## config.mk

```make
export PLATFORM = sky130hd
export DESIGN_NAME = run_length_byte_decoder_flat
export DESIGN_NICKNAME = d
export VERILOG_FILES = /design/src/sv/rlbd_pkg.sv /design/src/sv/rlbd_if.sv /design/src/sv/rlbd_beat_unit.sv /design/src/sv/run_length_byte_decoder.sv /design/src/flat_wrapper.sv
export SDC_FILE = /design/constraint.sdc
export NUM_CORES = 1
export LEC_CHECK = 0
export CORE_MARGIN = 2
export CORE_UTILIZATION = 57
export CTS_CLUSTER_DIAMETER = 150
export DETAILED_ROUTE_END_ITERATION = 12
export DONT_BUFFER_PORTS = 1
export PLACE_DENSITY_LB_ADDON = 0.25
export SETUP_SLACK_MARGIN = 0.5
export SYNTH_ARGS = -nofsm -noshare
export SYNTH_HDL_FRONTEND = slang
export SYNTH_SLANG_ARGS = --single-unit
```

## constraint.sdc

```tcl
create_clock -name i_clk -period 7.54 [get_ports i_clk]
set_input_delay 1.885 -clock i_clk [delete_from_list [all_inputs] [get_ports i_clk]]
set_output_delay 1.885 -clock i_clk [all_outputs]
set_load 0.01 [all_outputs]
```

## src/sv/rlbd_pkg.sv

```systemverilog
// ----------------------------------------------------------------------------
// rlbd_pkg
// Shared types and constants for the run-length byte decoder.
// ----------------------------------------------------------------------------
package rlbd_pkg;

    // Lanes per repeat beat, before clamping into 1..8.
    localparam int BEAT_BYTES = 8;
    localparam int LANES      = (BEAT_BYTES < 1) ? 1 : ((BEAT_BYTES > 8) ? 8 : BEAT_BYTES);

    localparam int BYTE_W  = 8;
    localparam int COUNT_W = 4;
    localparam int BEAT_W  = 64;

    localparam logic [BYTE_W-1:0]  REPEAT_BASE = 8'd128;
    localparam logic [COUNT_W-1:0] BEAT_LANES  = COUNT_W'(LANES);
    localparam logic [COUNT_W-1:0] ONE_LANE    = 4'd1;

    typedef enum logic [1:0] {
        ST_HEADER,
        ST_REPEAT,
        ST_LITERAL,
        ST_DRAIN
    } t_state;

    // Request to the shared beat unit.
    typedef struct packed {
        logic [BYTE_W-1:0] left;    // bytes still to produce
        logic [BYTE_W-1:0] value;   // byte to place in the lanes
        logic              single;  // one lane only (literal copy)
    } t_beat_req;

    // Answer of the shared beat unit.
    typedef struct packed {
        logic [BEAT_W-1:0]  data;
        logic [COUNT_W-1:0] count;
        logic [BYTE_W-1:0]  rest;
        logic               last;
    } t_beat_rsp;

endpackage

```

## src/sv/rlbd_if.sv

```systemverilog
// ----------------------------------------------------------------------------
// rlbd_if
// Valid/ready channels of the run-length byte decoder.
// ----------------------------------------------------------------------------
interface rlbd_in_if;
    import rlbd_pkg::*;

    logic              valid;
    logic              ready;
    logic [BYTE_W-1:0] code_byte;
    logic              end_of_channel;

    modport source (output valid, output code_byte, output end_of_channel, input ready);
    modport sink   (input valid, input code_byte, input end_of_channel, output ready);
endinterface

interface rlbd_out_if;
    import rlbd_pkg::*;

    logic               valid;
    logic               ready;
    logic [BEAT_W-1:0]  pixel_bytes;
    logic [COUNT_W-1:0] byte_count;
    logic               run_last;

    modport source (output valid, output pixel_bytes, output byte_count, output run_last,
                    input ready);
    modport sink   (input valid, input pixel_bytes, input byte_count, input run_last,
                    output ready);
endinterface

```

## src/sv/rlbd_beat_unit.sv

```systemverilog
// ----------------------------------------------------------------------------
// rlbd_beat_unit
// Shared compare/subtract unit: takes up to one beat of bytes off a count.
// ----------------------------------------------------------------------------
module rlbd_beat_unit import rlbd_pkg::*; (
    input  t_beat_req i_req,
    output t_beat_rsp o_rsp
);

    logic [COUNT_W-1:0] lanes;
    logic [COUNT_W-1:0] count;

    always_comb begin
        lanes = i_req.single ? ONE_LANE : BEAT_LANES;
        // Take the smaller of what is left and one beat.
        if ({4'b0, lanes} > i_req.left) begin
            count = i_req.left[COUNT_W-1:0];
        end else begin
            count = lanes;
        end
        o_rsp.count = count;
        o_rsp.rest  = i_req.left - {4'b0, count};
        o_rsp.last  = i_req.single || (o_rsp.rest == '0);
        for (int i = 0; i < BEAT_W / BYTE_W; i++) begin
            o_rsp.data[i*BYTE_W +: BYTE_W] = (COUNT_W'(i) < count) ? i_req.value : '0;
        end
    end

endmodule

```

## src/sv/run_length_byte_decoder.sv

```systemverilog
// ----------------------------------------------------------------------------
// run_length_byte_decoder
// Byte run-length decoder for one image channel: header bytes select a
// repeat run or a literal copy; decoded bytes leave in packed beats.
// ----------------------------------------------------------------------------
//  channel  | dir | payload                                  | handshake
//  ---------+-----+------------------------------------------+------------
//  i_in     | in  | code_byte[7:0], end_of_channel           | valid/ready
//  o_out    | out | pixel_bytes[63:0], byte_count[3:0],      | valid/ready
//           |     | run_last                                 |
//
// Header and literal items are taken while the output slot is free. A repeat
// item of n bytes leaves as 1 to 16 beats, one beat per cycle while o_out
// is not stalled, through the shared beat unit into the output register; the
// input is held off meanwhile. A stall on o_out holds the output register and
// stops the sequencer. Reset (i_rst_n low, synchronous) returns to header mode
// with an empty output register.
// ----------------------------------------------------------------------------
module run_length_byte_decoder import rlbd_pkg::*; (
    input  logic        i_clk,
    input  logic        i_rst_n,
    rlbd_in_if.sink     i_in,
    rlbd_out_if.source  o_out
);

    // Sequencer state: decode mode plus the drain step of a repeat run.
    t_state            r_state, n_state;
    logic [BYTE_W-1:0] r_left,  n_left;
    logic [BYTE_W-1:0] r_byte,  n_byte;

    // Output register.
    logic               r_valid, n_valid;
    logic [BEAT_W-1:0]  r_data,  n_data;
    logic [COUNT_W-1:0] r_count, n_count;
    logic               r_last,  n_last;

    t_beat_req unit_req;
    t_beat_rsp unit_rsp;

    logic slot_free;
    logic in_fire;

    rlbd_beat_unit u_beat (
        .i_req (unit_req),
        .o_rsp (unit_rsp)
    );

    // The output register can take a new beat when empty or being emptied.
    assign slot_free   = !r_valid || o_out.ready;
    assign i_in.ready  = (r_state != ST_DRAIN) && slot_free;
    assign in_fire     = i_in.valid && i_in.ready;

    assign o_out.valid       = r_valid;
    assign o_out.pixel_bytes = r_data;
    assign o_out.byte_count  = r_count;
    assign o_out.run_last    = r_last;

    always_ff @(posedge i_clk) begin
        if (!i_rst_n) begin
            r_state <= ST_HEADER;
            r_left  <= '0;
            r_valid <= 1'b0;
        end else begin
            r_state <= n_state;
            r_left  <= n_left;
            r_valid <= n_valid;
        end
    end

    always_ff @(posedge i_clk) begin
        r_byte  <= n_byte;
        r_data  <= n_data;
        r_count <= n_count;
        r_last  <= n_last;
    end

    always_comb begin
        n_state = r_state;
        n_left  = r_left;
        n_byte  = r_byte;
        n_valid = r_valid && !o_out.ready;
        n_data  = r_data;
        n_count = r_count;
        n_last  = r_last;

        // Feed the shared unit: the held byte while draining, else the new item.
        unit_req.left   = r_left;
        unit_req.value  = (r_state == ST_DRAIN) ? r_byte : i_in.code_byte;
        unit_req.single = (r_state == ST_LITERAL);

        case (r_state)
            ST_HEADER: begin
                if (in_fire) begin
                    if (i_in.code_byte > REPEAT_BASE) begin
                        n_state = ST_REPEAT;
                        n_left  = i_in.code_byte - REPEAT_BASE;
                    end else if (i_in.code_byte != '0) begin
                        n_state = ST_LITERAL;
                        n_left  = i_in.code_byte;
                    end else begin
                        n_left  = '0;
                    end
                end
            end
            ST_LITERAL: begin
                if (in_fire) begin
                    n_valid = 1'b1;
                    n_data  = unit_rsp.data;
                    n_count = unit_rsp.count;
                    n_last  = 1'b1;
                    n_left  = unit_rsp.rest;
                    if (unit_rsp.rest == '0) begin
                        n_state = ST_HEADER;
                    end
                end
            end
            ST_REPEAT: begin
                if (in_fire) begin
                    n_byte = i_in.code_byte;
                    n_left = unit_rsp.rest;
                    // A run is never empty after a header; guard anyway.
                    if (r_left != '0) begin
                        n_valid = 1'b1;
                        n_data  = unit_rsp.data;
                        n_count = unit_rsp.count;
                        n_last  = unit_rsp.last;
                    end
                    n_state = (unit_rsp.rest == '0) ? ST_HEADER : ST_DRAIN;
                end
            end
            ST_DRAIN: begin
                // Advance one beat per free output slot.
                if (slot_free) begin
                    n_valid = 1'b1;
                    n_data  = unit_rsp.data;
                    n_count = unit_rsp.count;
                    n_last  = unit_rsp.last;
                    n_left  = unit_rsp.rest;
                    if (unit_rsp.rest == '0) begin
                        n_state = ST_HEADER;
                    end
                end
            end
            default: begin
                n_state = ST_HEADER;
                n_left  = '0;
            end
        endcase

        // End of channel: drop a header taken with it or any pending literal count,
        // back to header mode. A repeat run still drains its beats first.
        if (in_fire && i_in.end_of_channel && (r_state != ST_REPEAT)) begin
            n_state = ST_HEADER;
            n_left  = '0;
        end
    end

endmodule

```

## src/flat_wrapper.sv

```systemverilog
// flat-port wrapper written by rule: the top's interface ports become plain ports
module run_length_byte_decoder_flat import rlbd_pkg::*;
  (i_clk, i_rst_n, i_in_valid, i_in_code_byte, i_in_end_of_channel, i_in_ready, o_out_valid, o_out_pixel_bytes, o_out_byte_count, o_out_run_last, o_out_ready);
  rlbd_in_if i_in_i ();
  rlbd_out_if o_out_i ();
  input  logic i_clk;
  input  logic i_rst_n;
  input wire logic [$bits(i_in_i.valid)-1:0] i_in_valid;
  input wire logic [$bits(i_in_i.code_byte)-1:0] i_in_code_byte;
  input wire logic [$bits(i_in_i.end_of_channel)-1:0] i_in_end_of_channel;
  output wire logic [$bits(i_in_i.ready)-1:0] i_in_ready;
  output wire logic [$bits(o_out_i.valid)-1:0] o_out_valid;
  output wire logic [$bits(o_out_i.pixel_bytes)-1:0] o_out_pixel_bytes;
  output wire logic [$bits(o_out_i.byte_count)-1:0] o_out_byte_count;
  output wire logic [$bits(o_out_i.run_last)-1:0] o_out_run_last;
  input wire logic [$bits(o_out_i.ready)-1:0] o_out_ready;
  assign i_in_i.valid = i_in_valid;
  assign i_in_i.code_byte = i_in_code_byte;
  assign i_in_i.end_of_channel = i_in_end_of_channel;
  assign i_in_ready = i_in_i.ready;
  assign o_out_valid = o_out_i.valid;
  assign o_out_pixel_bytes = o_out_i.pixel_bytes;
  assign o_out_byte_count = o_out_i.byte_count;
  assign o_out_run_last = o_out_i.run_last;
  assign o_out_i.ready = o_out_ready;
  run_length_byte_decoder u_core (.i_clk(i_clk), .i_rst_n(i_rst_n), .i_in(i_in_i), .o_out(o_out_i));
endmodule
```

# After elaboration in Yosys (flattened, before gate mapping)
# Index checks and enable logic that the tools add are counted.
[word_totals] input_bits=13 elab_cells=98 regBits=88 output_inout_bits=71
[op_classes] n_reduce_logical=20 addsub=2 order_cmp=10 n_mux=46 bitwise_logic=1 n_eq_ne=12
[op_table] cell="$mux W64" n=4
[op_table] cell="$pmux W64 S3" n=1
[op_table] cell="$mux W8" n=14
[op_table] cell="$mux W4" n=6
[op_table] cell="$pmux W8 S3" n=1
[op_table] cell="$lt A3 B4 Y1 const A" n=4
[op_table] cell="$mux W2" n=8
[op_table] cell="$reduce_bool A8 Y1" n=2
[op_table] cell="$ne A2 B1 Y1 const B" n=7
[op_table] cell="$pmux W4 S3" n=1
[op_table] cell="$reduce_and A5 Y1" n=2
[op_table] cell="$gt A4 B8 Y1" n=1
[op_table] cell="$gt A8 B8 Y1 const B" n=1
[op_table] cell="$logic_not A8 Y1" n=1
[op_table] cell="$lt A1 B4 Y1 const A" n=2
[op_table] cell="$lt A2 B4 Y1 const A" n=2
[op_table] cell="$mux W1" n=8
[op_table] cell="$pmux W2 S4" n=1
[op_table] cell="$sub A8 B4 Y8" n=1
[op_table] cell="$sub A8 B8 Y8 const B" n=1
[op_table] cell="$pmux W1 S3" n=2
[op_table] cell="$logic_and A1 B1 Y1" n=5
[op_table] cell="$eq A2 B2 Y1 const B" n=2
[op_table] cell="$reduce_or A2 Y1" n=2
[op_table] cell="10 further kinds" n=12

# Logic depth before layout (Yosys ltp)
[depth] ltp_word=10 depth_mapped=17 depth_no_buf=17

# By module
# A second synthesis with hierarchy kept.
[unflattened] hier_cells=322 hier_area_um2=4200.3
[modules_own_cells] module="run_length_byte_decoder" area_per_inst_um2=3203.1 cells_each=180 seq_area_each_um2=2532.4 n_inst=1
[modules_own_cells] module="rlbd_beat_unit" area_per_inst_um2=997.2 cells_each=142 seq_area_each_um2=0.0 n_inst=1

# Worst setup path after synthesis
# OpenSTA, ideal clock, no wires.
[synth_path] kind="input-to-reg" from="in o_out_ready" to="reg u_core.r_count[0], in the netlist u_core.o_out.byte_count[0] (enable)" t_required_ns=6.933 path_slack_ns=-0.610 setup_time_ns=0.607 t_arrival_ns=7.543 path_buffers=0 stages=4 cell_sequence="nand2b_1 > and3_1 > o41ai_1 > a221oi_1"
[synth_via] elab_chain_cells=5 word_cells_on_any_way=7 classes_between="eq/ne (3); reduce/logical (4)"
[synth_rtl] item="start: declaration" line_no="flat_wrapper.sv:16" text="input wire logic [$bits(o_out_i.ready)-1:0] o_out_ready;"
[synth_rtl] item="$logic_or A1 B1 Y1 (*)" line_no="run_length_byte_decoder.sv:49" text="assign slot_free = !r_valid || o_out.ready;"
[synth_rtl] item="$logic_and A1 B1 Y1" line_no="run_length_byte_decoder.sv:50" text="assign i_in.ready = (r_state != ST_DRAIN) && slot_free;"
[synth_rtl] item="$logic_and A1 B1 Y1" line_no="run_length_byte_decoder.sv:51" text="assign in_fire = i_in.valid && i_in.ready;"
[synth_rtl] item="$ne A2 B1 Y1 (no source line)"
[synth_rtl] item="$reduce_and A5 Y1 (no source line) (*)"
[synth_rtl] item="end signal: assignment" line_no="run_length_byte_decoder.sv:73" text="r_count <= n_count;"
[synth_rtl] item="end: declaration" line_no="run_length_byte_decoder.sv:34" text="logic [COUNT_W-1:0] r_count, n_count;"
# Mark *: on every way between the ends. The rest lies on a longest branch, timed or not.
# A chain may end at the register's enable or synchronous reset.

# Worst setup path in the final report
[layout_path] from="reg u_core.r_state[0]" to="reg u_core.r_state[0]"
[layout_via] elab_chain_cells=9 word_cells_on_any_way=28 classes_between="add/sub (1); order compare (1); eq/ne (10); mux (8); reduce/logical (8)"
[layout_rtl] item="start: declaration" line_no="run_length_byte_decoder.sv:27" text="t_state r_state, n_state;"
[layout_rtl] item="start signal: assignment" line_no="run_length_byte_decoder.sv:64" text="r_state <= n_state;"
[layout_rtl] item="$eq A2 B2 Y1" line_no="run_length_byte_decoder.sv:89, run_length_byte_decoder.sv:91"
[layout_rtl] item="$mux W4" line_no="rlbd_beat_unit.sv:14" text="lanes = i_req.single ? ONE_LANE : BEAT_LANES;"
[layout_rtl] item="$gt A4 B8 Y1" line_no="rlbd_beat_unit.sv:16" text="if ({4'b0, lanes} > i_req.left) begin"
[layout_rtl] item="$mux W4" line_no="rlbd_beat_unit.sv:16"
[layout_rtl] item="$sub A8 B4 Y8" line_no="rlbd_beat_unit.sv:22" text="o_rsp.rest = i_req.left - {4'b0, count};"
[layout_rtl] item="$logic_not A8 Y1" line_no="run_length_byte_decoder.sv:112, run_length_byte_decoder.sv:128, run_length_byte_decoder.sv:139"
[layout_rtl] item="$mux W2, on equally long branches (2 in a row)"
[layout_rtl] item="$pmux W2 S4" line_no="run_length_byte_decoder.sv:91" text="case (r_state)"
# Several ways; a longest one is shown, not always the timed one. The select of a mux whose other input is x is not followed.

==> qor.csv <==
stage,metric,value,unit
place,gp_congestion,0.9552,
timing,finalCriticalPeriod,4.612,ns
global_routing,grt_max_degree,70,
logic_synthesis,syn_area_per_cell,12.13,um2
logic_synthesis,synth-edff-count,77,
global_routing,grt_pass1_wl,11750,um
floorplan,rows,30,
global_routing,antenna_found_initial,0,
place,dp_hpwl,5239,um
clocking,ctsLongestPathBuffers,2,
finish,postLayoutCoreUtil,61.55,%
global_routing,grt_pass1_vias,2222,
global_routing,grt_use_total,20.95,%
logic_synthesis,syn_area,3895,um2
drt,vias_per_cell,6.101,
finish,drive_gt1_share,7.339,%
logic_synthesis,ys_async_sr_fraction,0,%
timing,slew_violations,0,
outcome,outcome,finished clean,
timing,finClkSkew,0.009695,ns
logic_synthesis,ys_types,59,
timing,setup_viol,0,
clocking,tritoncts,built,
logic_synthesis,ys_seq_area_share,65.02,%
clocking,clkSinkCount,88,
critical_path,path_common_cell,ha_1,
drt,drt_iter0_markers,149,
critical_path,path_max_fanout,10,
timing,timing.final.crit_share,61.17,%
timing,fmax,0.2168,GHz
clocking,cts_buffers,9,
timing,worst_pin_slew,1.039,ns
run,cap_violations,0,
clocking,clockRootBuffer,clkbuf_8,
finish,area_growth,6.168,%
finish,multiInputGateArea,1249,um2
floorplan,die_y,86.67,um
logic_synthesis,synth_flop_cell,edfxtp_1,
finish,regArea,2532,um2
hold_path,hold_class,flop to flop,
critical_path,cp_slowest_cell,a211oi_1,
finish,antennaDiodeCount,0,
global_routing,overflow,0,
critical_path,arrival,4.85,ns
drt,ant_nets,0,
timing,max-slew-margin-rel,30.27,%
clocking,clkSlewWorstSetupHoldPaths,0.09,ns
critical_path,slowest_delay,0.57,ns
critical_path,endpoint_kind,flop,
clocking,hold_buffers,0,
logic_synthesis,syn_nets,344,
critical_path,crit_required,7.78,ns
finish,fillCellCount,512,
timing,whs,0.5768,ns
drt,drc_errors,0,
floorplan,die_w,86.67,um
logic_synthesis,yosys_warnings,0,
drt,post_drt_wl_per_cell,18.76,um
critical_path,cp_cell_sequence,"inv_1, ha_1, inv_1, ha_1, nor4b_1, o211ai_1, nand2b_1, nand2_1, ha_1, nor2_1, a211oi_1, xor2_1, nand4_1, o32a_1, o221a_1",
logic_synthesis,synth_cells,321,
timing,hold_violations,0,
finish,final_net_count,345,
critical_path,path_buf_inv,2,
logic_synthesis,ys_ff_latch,88,
finish,final_cell_area,4135,um2
floorplan,die_area,7511,um2
clocking,clk_latency,0.35,ns
drt,routed_wl,7634,um
place,port_buffers,0,
critical_path,startpoint_type,flop,
clocking,cts_resized,0,
floorplan,initial_core_util,57.97,%
timing,rsz0062_at_grt,false,
place,placed_area,3964,um2
finish,final_common_cell,edfxtp_1,
finish,mostFrequentLayoutCells,"edfxtp_1, nor2_1, inv_1, nand2_1, dfxtp_1",
floorplan,core,6719,um2
critical_path,critical_path.top_delay_family,compound AO/OA/AOI/OAI gates,
floorplan,pin_count,84,
clocking,cts_setup_buffers,0,
timing,fin_setup_tns,0,ns
drt,drt_pre_antenna_iters,5,
drt,via_count,2483,
critical_path,worstSetupPathType,flop to flop,
clocking,htree_levels,3,
-- path summary, 6_finish.rpt --
| check | from | to | slack, ns | cells after the start |
|---|---|---|---|---|
| worst max register to register | u_core.r_state[0] | u_core.r_state[0] | 2.93 | 15 |
| worst max-delay path | u_core.r_state[0] | u_core.r_state[0] | 2.93 | 15 |
| worst min register to register | u_core.r_left[3] | u_core.r_left[3] | 0.58 | 2 |
| worst min-delay path | u_core.r_left[3] | u_core.r_left[3] | 0.58 | 2 |
-- state kept, by name, indices dropped and copies added (netlist names) --
| register | cells |
|---|---|
| u_core.o_out.byte_count | 4 |
| u_core.o_out.pixel_bytes | 64 |
| u_core.o_out.run_last | 1 |
| u_core.o_out.valid | 1 |
| u_core.r_byte | 8 |
| u_core.r_left | 8 |
| u_core.r_state | 2 |
-- worst register-to-register path: stages, from the launching register on --
cell      delay (ns)
dfxtp_1         0.36
inv_1           0.11
ha_1            0.29
inv_1           0.12
ha_1            0.32
nor4b_1         0.15
o211ai_1        0.32
nand2b_1        0.31
nand2_1         0.31
ha_1            0.52
nor2_1          0.08
a211oi_1        0.57
xor2_1          0.21
nand4_1         0.18
o32a_1          0.41
o221a_1         0.24
-- cells in the mapped netlist, drive strengths merged (2+ instances only) --
cell type,number,area (um2)
nor3,5,30.03
o221a,2,22.52
o211ai,4,30.03
or2,9,56.31
mux2i,10,100.1
or4,2,18.77
and3,4,25.02
inv,20,75.07
a21o,2,15.01
dfxtp,11,220.2
ha,10,125.1
edfxtp,77,2312
clkbuf,4,15.01
nand2b,4,25.02
buf,7,41.29
nor2,73,274.0
nor4,5,43.79
a22oi,2,15.01
a21oi,5,25.02
o21ai,12,63.81
o31ai,2,15.01
or3,2,12.51
nor2b,3,18.77
o221ai,2,17.52
a211oi,4,35.03
nand2,17,63.81
-- metal layers --
metal	vias to the layer above	share of wire, %	wire length, um	GRT usage [%]
met2	124	48	3698	32.94
met1	1181	41	3158	26.82
met3	14	8.2	623	6.762
met5	-	0	0	0
li1	1164	-	-	-
met4	0	2.0	153	8.949
-- cells by family (layout without fill, tap and decap cells) --
logic type               Yosys count  after routing  share of synthesized area [%]
AO/OA/AOI/OAI                     48             48                          9.155
XOR/XNOR                           1              1                         0.2249
adder cells (fa/ha/maj)           10             10                          3.212
buffers and inverters             31             37                          3.373
flip-flops                        88             88                          65.02
multiplexers                      10             10                          2.570
AND/OR/NAND/NOR                  133            133                          16.45
-- metrics by stage --
| step | cells | worst slack, ns |
|---|---|---|
| 5_1_grt | 407 | 2.635 |
| 4_1_cts | 407 | 3.014 |
| 3_5_place_dp | 391 | 3.034 |
| 2_1_floorplan | 321 | 1.663 |
| 3_3_place_gp | 391 | 3.255 |
| 6_report | 407 | 2.928 |
-- layout make-up --
cell class,instances,area share [%]
tap,80,2.421
sequential,88,61.24
multi-input combinational,202,30.20
clock buffer,10,3.086
clock inverter,6,1.059
inverter,20,1.815
timing repair buffer,1,0.1815
Power is left out: the tool's default activity adds up to more than one toggle a clock period on the data nets, which glitch-free logic cannot reach.
